File: src/tsc_pkg.sv
package tsc_pkg;

    // Command codes carried in the input tuser field
    typedef enum logic [1:0] {
        CMD_PROCESS = 2'd0,
        CMD_QUERY   = 2'd1,
        CMD_CLEAR   = 2'd2
    } t_cmd;

    localparam int COUNT_WIDTH_DEF = 32;
    localparam int REPORT_WIDTH    = 32;
    localparam int NUM_LETTERS     = 26;
    localparam int CHAR_WIDTH      = 8;
    localparam int LETTER_WIDTH    = 5;
    localparam int NUM_FIELDS_OUT  = 5;

    // Character codes
    localparam logic [7:0] CHAR_DOT   = 8'h2E;
    localparam logic [7:0] CHAR_BANG  = 8'h21;
    localparam logic [7:0] CHAR_QUEST = 8'h3F;
    localparam logic [7:0] CHAR_LF    = 8'h0A;
    localparam logic [7:0] CHAR_SPACE = 8'h20;
    localparam logic [7:0] CHAR_TAB   = 8'h09;
    localparam logic [7:0] CHAR_CR    = 8'h0D;
    localparam logic [7:0] CHAR_UP_A  = 8'd65;
    localparam logic [7:0] CHAR_UP_Z  = 8'h5A;
    localparam logic [7:0] CHAR_LO_A  = 8'h61;
    localparam logic [7:0] CHAR_LO_E  = 8'h65;
    localparam logic [7:0] CHAR_LO_I  = 8'h69;
    localparam logic [7:0] CHAR_LO_O  = 8'h6F;
    localparam logic [7:0] CHAR_LO_U  = 8'h75;
    localparam logic [7:0] CHAR_LO_Z  = 8'h7A;
    localparam logic [7:0] CASE_BIT   = 8'h20;

    function automatic logic is_space(input logic [7:0] c);
        return (c == CHAR_SPACE) || (c >= CHAR_TAB && c <= CHAR_CR);
    endfunction

    function automatic logic is_upper(input logic [7:0] c);
        return (c >= CHAR_UP_A) && (c <= CHAR_UP_Z);
    endfunction

    function automatic logic is_lower(input logic [7:0] c);
        return (c >= CHAR_LO_A) && (c <= CHAR_LO_Z);
    endfunction

    function automatic logic is_lower_vowel(input logic [7:0] c);
        return (c == CHAR_LO_A) || (c == CHAR_LO_E) || (c == CHAR_LO_I) ||
               (c == CHAR_LO_O) || (c == CHAR_LO_U);
    endfunction

    // Clamp a count (zero-extended to 64 bits) to the 32-bit report range
    function automatic logic [REPORT_WIDTH-1:0] report(input logic [63:0] c);
        return (|c[63:REPORT_WIDTH]) ? '1 : c[REPORT_WIDTH-1:0];
    endfunction

endpackage

File: src/text_statistics_counter.sv
// An input beat is held in the input register, then its result in the result register.
// Throughput: one beat per cycle unless the output stalls; each byte needs only flag decode
// and one saturating increment per counter, all between the input and result registers.
// Reset (i_rst_n low, synchronous): counts cleared, paragraph count set to 1, token and
// line feed flags cleared, both pipeline stages emptied.
module text_statistics_counter
    import tsc_pkg::*;
#(
    parameter int COUNT_WIDTH = COUNT_WIDTH_DEF
) (
    input  logic         i_clk,
    input  logic         i_rst_n,
    input  logic         s_axis_tvalid,
    output logic         s_axis_tready,
    input  logic [15:0]  s_axis_tdata,   // [7:0] char_code, [12:8] letter_index, rest zero
    input  logic [1:0]   s_axis_tuser,   // [1:0] command
    output logic         m_axis_tvalid,
    input  logic         m_axis_tready,
    output logic [159:0] m_axis_tdata    // word, sentence, paragraph, vowel, letter counts
);

    localparam logic [COUNT_WIDTH-1:0] ONE = COUNT_WIDTH'(1);

    function automatic logic [COUNT_WIDTH-1:0] sat_inc(input logic [COUNT_WIDTH-1:0] c,
                                                       input logic en);
        return (en && (c != '1)) ? c + ONE : c;
    endfunction

    // Input stage
    logic                    r_in_valid;
    t_cmd                    r_in_cmd;
    logic [CHAR_WIDTH-1:0]   r_in_char;
    logic [LETTER_WIDTH-1:0] r_in_li;

    // Statistics state
    logic [COUNT_WIDTH-1:0]  r_words, r_sent, r_para, r_vowel;
    logic [COUNT_WIDTH-1:0]  r_first [NUM_LETTERS];
    logic                    r_nl_pend, r_in_tok, r_in_run;

    logic [COUNT_WIDTH-1:0]  n_words, n_sent, n_para, n_vowel;
    logic [COUNT_WIDTH-1:0]  n_first [NUM_LETTERS];
    logic                    n_nl_pend, n_in_tok, n_in_run;

    // Result stage
    logic                    r_out_valid;
    logic [159:0]            r_out_data;
    logic [159:0]            n_out_data;

    logic                    adv;

    // Pipeline control: the result register frees up whenever its beat is taken
    assign adv           = r_in_valid && (!r_out_valid || m_axis_tready);
    assign s_axis_tready = !r_in_valid || adv;
    assign m_axis_tvalid = r_out_valid;
    assign m_axis_tdata  = r_out_data;

    always_ff @(posedge i_clk) begin
        if (!i_rst_n) begin
            r_in_valid <= 1'b0;
        end else if (s_axis_tready) begin
            r_in_valid <= s_axis_tvalid;
        end
    end

    always_ff @(posedge i_clk) begin
        if (s_axis_tvalid && s_axis_tready) begin
            r_in_cmd  <= t_cmd'(s_axis_tuser);
            r_in_char <= s_axis_tdata[7:0];
            r_in_li   <= s_axis_tdata[12:8];
        end
    end

    // Byte classification and next state
    always_comb begin
        logic                    inc_word, inc_sent, inc_para, inc_vowel, inc_letter;
        logic                    letter, outside;
        logic [CHAR_WIDTH-1:0]   low;
        logic [CHAR_WIDTH-1:0]   idx8;
        logic [LETTER_WIDTH-1:0] idx;

        inc_word   = 1'b0;
        inc_sent   = 1'b0;
        inc_para   = 1'b0;
        inc_vowel  = 1'b0;
        inc_letter = 1'b0;
        n_nl_pend  = r_nl_pend;
        n_in_tok   = r_in_tok;
        n_in_run   = r_in_run;
        letter     = is_lower(r_in_char) || is_upper(r_in_char);
        low        = is_upper(r_in_char) ? (r_in_char | CASE_BIT) : r_in_char;
        idx8       = low - CHAR_LO_A;
        idx        = idx8[LETTER_WIDTH-1:0];
        outside    = 1'b1;

        if (r_in_tok) begin
            if (!is_space(r_in_char)) begin
                outside  = 1'b0;
                inc_sent = (r_in_char == CHAR_DOT) || (r_in_char == CHAR_BANG) ||
                           (r_in_char == CHAR_QUEST);
                if (r_in_run) begin
                    if (letter) begin
                        inc_vowel = is_lower_vowel(r_in_char);
                    end else begin
                        n_in_run = 1'b0;
                    end
                end
            end else begin
                n_in_tok = 1'b0;
                n_in_run = 1'b0;
            end
        end

        if (outside) begin
            if (r_nl_pend) begin
                n_nl_pend = 1'b0;
                if (r_in_char == CHAR_LF) begin
                    inc_para = 1'b1;
                    outside  = 1'b0;
                end
            end else if (r_in_char == CHAR_LF) begin
                n_nl_pend = 1'b1;
                outside   = 1'b0;
            end
        end

        // Word start
        if (outside && letter) begin
            n_in_tok   = 1'b1;
            n_in_run   = 1'b1;
            inc_word   = 1'b1;
            inc_vowel  = is_lower_vowel(low);
            inc_letter = 1'b1;
        end

        n_words = r_words;
        n_sent  = r_sent;
        n_para  = r_para;
        n_vowel = r_vowel;
        for (int i = 0; i < NUM_LETTERS; i++) begin
            n_first[i] = r_first[i];
        end

        case (r_in_cmd)
            CMD_PROCESS: begin
                n_words = sat_inc(r_words, inc_word);
                n_sent  = sat_inc(r_sent, inc_sent);
                n_para  = sat_inc(r_para, inc_para);
                n_vowel = sat_inc(r_vowel, inc_vowel);
                for (int i = 0; i < NUM_LETTERS; i++) begin
                    n_first[i] = sat_inc(r_first[i],
                                         inc_letter && (idx == LETTER_WIDTH'(i)));
                end
            end
            CMD_CLEAR: begin
                n_words   = '0;
                n_sent    = '0;
                n_para    = ONE;
                n_vowel   = '0;
                n_nl_pend = 1'b0;
                n_in_tok  = 1'b0;
                n_in_run  = 1'b0;
                for (int i = 0; i < NUM_LETTERS; i++) begin
                    n_first[i] = '0;
                end
            end
            default: begin
                // query: state unchanged
                n_nl_pend = r_nl_pend;
                n_in_tok  = r_in_tok;
                n_in_run  = r_in_run;
            end
        endcase
    end

    // Result formatting from the updated state
    always_comb begin
        logic [REPORT_WIDTH-1:0] letter_rep;

        letter_rep = '0;
        for (int i = 0; i < NUM_LETTERS; i++) begin
            if (r_in_li == LETTER_WIDTH'(i)) begin
                letter_rep = report(64'(n_first[i]));
            end
        end
        n_out_data = {letter_rep,
                      report(64'(n_vowel)),
                      report(64'(n_para)),
                      report(64'(n_sent)),
                      report(64'(n_words))};
    end

    // State update
    always_ff @(posedge i_clk) begin
        if (!i_rst_n) begin
            r_words   <= '0;
            r_sent    <= '0;
            r_para    <= ONE;
            r_vowel   <= '0;
            r_nl_pend <= 1'b0;
            r_in_tok  <= 1'b0;
            r_in_run  <= 1'b0;
            for (int i = 0; i < NUM_LETTERS; i++) begin
                r_first[i] <= '0;
            end
        end else if (adv) begin
            r_words   <= n_words;
            r_sent    <= n_sent;
            r_para    <= n_para;
            r_vowel   <= n_vowel;
            r_nl_pend <= n_nl_pend;
            r_in_tok  <= n_in_tok;
            r_in_run  <= n_in_run;
            for (int i = 0; i < NUM_LETTERS; i++) begin
                r_first[i] <= n_first[i];
            end
        end
    end

    // Result register
    always_ff @(posedge i_clk) begin
        if (!i_rst_n) begin
            r_out_valid <= 1'b0;
        end else if (adv) begin
            r_out_valid <= 1'b1;
        end else if (m_axis_tready) begin
            r_out_valid <= 1'b0;
        end
    end

    always_ff @(posedge i_clk) begin
        if (adv) begin
            r_out_data <= n_out_data;
        end
    end

    // Checks
    a_run_in_token: assert property (@(posedge i_clk) disable iff (!i_rst_n)
        r_in_run |-> r_in_tok)
        else $error("letter run flag set outside a token");

    a_pend_not_in_token: assert property (@(posedge i_clk) disable iff (!i_rst_n)
        !(r_nl_pend && r_in_tok))
        else $error("line feed pending inside a token");

    a_para_nonzero: assert property (@(posedge i_clk) disable iff (!i_rst_n)
        r_para != '0)
        else $error("paragraph count dropped to zero");

    a_word_step: assert property (@(posedge i_clk) disable iff (!i_rst_n)
        ##1 ((r_words == $past(r_words)) || (r_words == $past(r_words) + ONE) ||
             (r_words == '0)))
        else $error("word count moved by more than one");

endmodule
File: config.mk
export PLATFORM = sky130hd
export DESIGN_NAME = text_statistics_counter
export DESIGN_NICKNAME = d
export VERILOG_FILES = /design/src/tsc_pkg.sv /design/src/text_statistics_counter.sv
export SDC_FILE = /design/constraint.sdc
export NUM_CORES = 2
export LEC_CHECK = 0
export BUFFER_PORTS_ARGS = -buffer_cell sky130_fd_sc_hd__buf_2
export CAP_MARGIN = 20
export CORE_MARGIN = 8
export CORE_UTILIZATION = 45
export DETAILED_ROUTE_END_ITERATION = 8
export PLACE_DENSITY_LB_ADDON = 0.12
export SLEW_MARGIN = 20
export SYNTH_ARGS = -nofsm -noshare
export SYNTH_HDL_FRONTEND = slang
export SYNTH_SLANG_ARGS = --single-unit
File: constraint.sdc
create_clock -name i_clk -period 85.1 [get_ports i_clk]
set_input_delay 17.02 -clock i_clk [delete_from_list [all_inputs] [get_ports i_clk]]
set_output_delay 17.02 -clock i_clk [all_outputs]
set_load 0.01 [all_outputs]
# Word-level counts from Yosys, hierarchy flattened
# Memories as Yosys holds them, arrays and structs flattened.
# Cells that the tools add are included.
# op_classes
n_bitwise	26
order_cmp	6
n_eq_ne	98
mux	122
add_sub_neg	31
reduce_logical	86
# op_table
op	count
2-to-1 mux 32 bit	82
case mux 832 bit (2 select lines)	1
adder 32 x 1 -> 32 bit (second input constant)	30
inequality test 32 bit (second input constant)	30
case mux 32 bit (2 select lines)	4
equality test 5 bit (second input constant)	20
equality test 5 x 4 -> 1 bit (second input constant)	16
equality test 8 x 7 -> 1 bit (second input constant)	10
logical AND 1 bit	62
equality test 5 x 3 -> 1 bit (second input constant)	8
equality test 8 x 6 -> 1 bit (second input constant)	4
2-to-1 mux 1 bit	31
OR 1 bit	26
equality test 5 x 2 -> 1 bit (second input constant)	4
>= comparator 8 x 7 -> 1 bit (second input constant)	2
<= comparator 8 x 7 -> 1 bit (second input constant)	2
logical OR 1 bit	14
equality test 5 x 1 -> 1 bit (second input constant)	2
logical NOT 5 bit	2
equality test 8 x 4 -> 1 bit (second input constant)	1
>= comparator 8 x 4 -> 1 bit (second input constant)	1
<= comparator 8 x 4 -> 1 bit (second input constant)	1
2-to-1 mux 6 bit	1
case mux 1 bit (2 select lines)	3
9 further kinds	12
# totals
wordCells	383
regBits	308
ram_bits	832
mem_count	1
# memory_table
memory	depth	word_bits	read_ports	rd_ports_with_merged_regs	write_ports	line_no	rtl
r_first	26	32	26	0	26	text_statistics_counter.sv:37	logic [COUNT_WIDTH-1:0] r_first [NUM_LETTERS];

# Longest topological paths before layout
# depth
depth_word	38
ltp_mapped	17
mapped_depth_nobuf	12

# Worst setup path before layout
# Ideal clock, no wire load.
# synth_path
path_kind	in2reg
startpoint	input m_axis_tready
endpoint	register r_vowel[10]
stages	7
setup_slack_ns	43.246
path_buffers	2
arrival_time_ns	40.778
required_time_ns	84.024
setup_time_ns	1.076
cell_sequence	nor2b_1 > nand2b_1 > clkbuf_1 > and2_1 > inv_1 > clkbuf_1 > a31oi_1
# synth_between
elab_chain_cells	2
# synth_rtl
element	line_no	rtl
start: declaration	text_statistics_counter.sv:18	input logic m_axis_tready,
logical OR 1 bit	text_statistics_counter.sv:52	assign adv = r_in_valid && (!r_out_valid || m_axis_tready);
logical AND 1 bit	text_statistics_counter.sv:52	
end signal: assignment	text_statistics_counter.sv:209	r_vowel <= n_vowel;
end: declaration	text_statistics_counter.sv:36	logic [COUNT_WIDTH-1:0] r_words, r_sent, r_para, r_vowel;
# Every way passes these cells.
# A chain may end at the register's enable or synchronous reset.

# Worst setup path after layout
# layout_path
startpoint	input m_axis_tready
endpoint	output s_axis_tready
# layout_between
elab_chain_cells	3
# layout_rtl
element	line_no	rtl
logical OR 1 bit	text_statistics_counter.sv:52	
logical AND 1 bit	text_statistics_counter.sv:52	
logical OR 1 bit	text_statistics_counter.sv:53	assign s_axis_tready = !r_in_valid || adv;
end: declaration	text_statistics_counter.sv:14	output logic s_axis_tready,
# Every way passes these cells.

==> flow_summary.toml <==
[worst_setup_path]
worst_path_max_delay_cell = "nor2b_1"
critical_path.startpoint = "m_axis_tready"
cp.depth = 4
cp_max_fo = 4
rr_startpoint = "r_in_char[4]$_DFFE_PP_"
cp_slowest_stage_delay_ps = 210
timing.rr.end = "m_axis_tdata[132]$_DFFE_PP_"
crit_top_cell = "buf_2"
crit_family = "simple AND/OR/NAND/NOR gates"
crit_type = "in -> out"
cp_num_buf_inv = 2
r2r_cells = 14
endpoint_kind = "output pin"
start_kind = "input pin"
cp_cell_sequence = "buf_2 > nor2b_1 > nand2_1 > buf_2"
crit_path_end = "s_axis_tready"
cp.arrival_ps = 17580
cp.required_ps = 68080
r2r_slack_ps = 77830

[power]
internal_power_mw = 1.027
p_per_area_nw_per_um2 = 18.53
seq_power_share = 0.474
vdd_drop_max_uv = 19.33
switchingPower_mw = 0.4017
p_comb_frac = 0.106
swShare = 0.2811
p_clk_frac = 0.421
leakage_nw = 25.25
p_total_mw = 1.429

[synth]
yosys.area.top_type_share = 0.4366
ys_seq_area_frac = 0.4751
synth_mux_area_frac = 0.003216
netlist_area_um2 = 69260
synth_top_family_by_area = "simple AND/OR/NAND/NOR gates"
synth_adder_area_share = 0.005420
yosys_register_bits = 1140
synth_compound_area_frac = 0.1014
synth_edf_count = 1007
yosysWarnings = 0
synth_xor_area_frac = 0.1158
ys_types = 92
synthSimpleGateAreaFrac = 0.2732
syn_area_per_cell_um2 = 9.269
synth_nets = 7524
synth_ff_type = "edfxtp_1"
async_flop_share = 0
yosysTopAreaCell = "edfxtp_1"
synth_most_common_cell = "nor2_1"
synth_cells = 7472
yosys-top-cells-count = "nor2_1, edfxtp_1, nand2_1, xor2_1, nand3_1"
ys_top_cells_by_area = "edfxtp_1, nor2_1, xor2_1"

[clock_tree]
postCtsSetupBuffers = 0
htree_levels = 4
clk_pin_slew_ps = 60
cts.sinks = 1140
cts_tree = "built"
cts_resized = 0
hold_buffers = 0
clock_latency_ps = 800
numCtsBuffers = 139
cts_root_buf = "clkbuf_16"
clk_path_buf_depth = 3

[timing]
max_freq_ghz = 0.02890
slew_viol_final = 0
whs_ps = 495.8
setup_violations = 0
setup_tns_ps = 0
fin_ws_ps = 50500
fin_skew_ps = 38.01
finalHoldViolCount = 0
period_minus_slack_ps = 34600
finalCritPeriodShare = 0.4066
tightest_slew_ps = 1355
relSlewSlack = 0.08910
rsz0062_at_grt = "no"

[route]
finalWirelength_um = 290800
routedWlPerCell_um = 29.84
routed_via_density = 6.496
first_iter_violations = 9618
dr.pass1.iters = 9
drcViolationCount = 0
antenna_left = 0
vias = 63310

[die]
dieHeight_um = 408.3
dieArea_um2 = 166700
rows = 144
ios = 184
initial_core_util = 0.4512
core_um2 = 153500
dieWidth_um = 408.3

[grt]
grt_pass1_wl_um = 411400
antenna_found_initial = 27
grt-ovfl-total = 0
grt_pass1_vias = 57480
track_usage = 0.3304
grt_max_degree = 199

[placed_design]
io_buffer_count = 180
hpwl_um = 211800
place_area_um2 = 72560
gp_congestion = 1.038
dpl.cell_count = 9469
dp_slack_ps = 50520

[finish]
area_growth_pct = 11.34
final_area_um2 = 77110
drive_above_1_share = 0.07905
final_util = 0.5023
fin_cells = 9746
fillerInstances = 14510
finalNetCount = 7619

[flow_run]
cap_violations = 0

[min_path]
hold_path.class = "reg -> reg"

[outcome]
status = "complete, no violations"
## how the worst min path moves through the flow
stage,cells past startpoint,slack [ps],start,endpoint
after CTS,1,500,r_vowel[7]$_SDFFE_PN0P_,r_vowel[7]$_SDFFE_PN0P_
after floorplan,2,460,r_in_run$_SDFFE_PN0P_,r_in_run$_SDFFE_PN0P_
after global routing,2,520,r_words[14]$_SDFFE_PN0P_,r_words[14]$_SDFFE_PN0P_
after global placement,1,470,r_vowel[7]$_SDFFE_PN0P_,r_vowel[7]$_SDFFE_PN0P_
after detailed placement,1,480,r_vowel[7]$_SDFFE_PN0P_,r_vowel[7]$_SDFFE_PN0P_
final,1,500,r_vowel[10]$_SDFFE_PN0P_,r_vowel[10]$_SDFFE_PN0P_
## flip-flops by register name, summed over array words and instances (netlist names), 2 cells and up
name and flops:
r_first 832, m_axis_tdata 160, r_para 32, r_sent 32, r_vowel 32, r_words 32
r_in_char 8, r_in_li 5, r_in_cmd 2
## power by group through the flow
stage          clock (mW)  sequential, mW  combinational (mW)
2_1_floorplan           0           0.707              0.0750
3_3_place_gp            0           0.686               0.144
3_5_place_dp            0           0.687               0.144
4_1_cts             0.608           0.676               0.145
5_1_grt             0.626           0.681               0.154
6_report            0.601           0.677               0.151
## routing by layer
layer	routed length (um)	vias up	global-route usage
met4	19700	6	0.1873
met5	36	-	0
met2	119300	4088	0.4705
li1	-	27660	-
met1	115300	30740	0.4473
met3	36550	812	0.09669
## worst reg2reg max path, cell delays in order (launching register included)
cell,delay (ps)
edfxtp_1,700
or4_4,700
nor2_1,250
or4_4,450
buf_4,530
buf_4,630
nor4_1,190
buf_4,220
and3_1,170
a221oi_1,660
a21oi_1,170
nor3_1,1020
o211ai_1,600
nand3_1,340
o21ai_0,290
## cell usage in the layout, fill, tap and decap left out, types with 133 or more instances in the layout
cell type / instances
nor2_1: 1239
edfxtp_1: 1007
nand2_1: 672
xor2_1: 487
nand3_1: 441
xnor2_1: 429
nand4_1: 342
o21ai_0: 304
nor3_1: 237
and2_1: 218
buf_2: 179
and3_1: 178
a21oi_1: 177
clkbuf_16: 142
buf_4: 139
dfxtp_1: 133
## cell type report
class / count / area [um^2] / area share
Clock inverter: 84 / 775.7 / 0.01006
Clock buffer: 169 / 3695 / 0.04791
Inverter: 89 / 349.1 / 0.004527
Sequential cell: 1140 / 32900 / 0.4267
Multi-Input combinational cell: 5871 / 34690 / 0.4498
Timing Repair Buffer: 326 / 2087 / 0.02706
Tap cell: 2044 / 2557 / 0.03317
Antenna cell: 23 / 57.56 / 0.0007464
## kinds of logic after synthesis
logic type      Yosys count
xor+xnor                916
mux                      22
compound gates         1072
buf+inv                 461
fa+ha+maj                30
flops                  1140
simple gates           3831
Power figures use the tool's default switching activity.
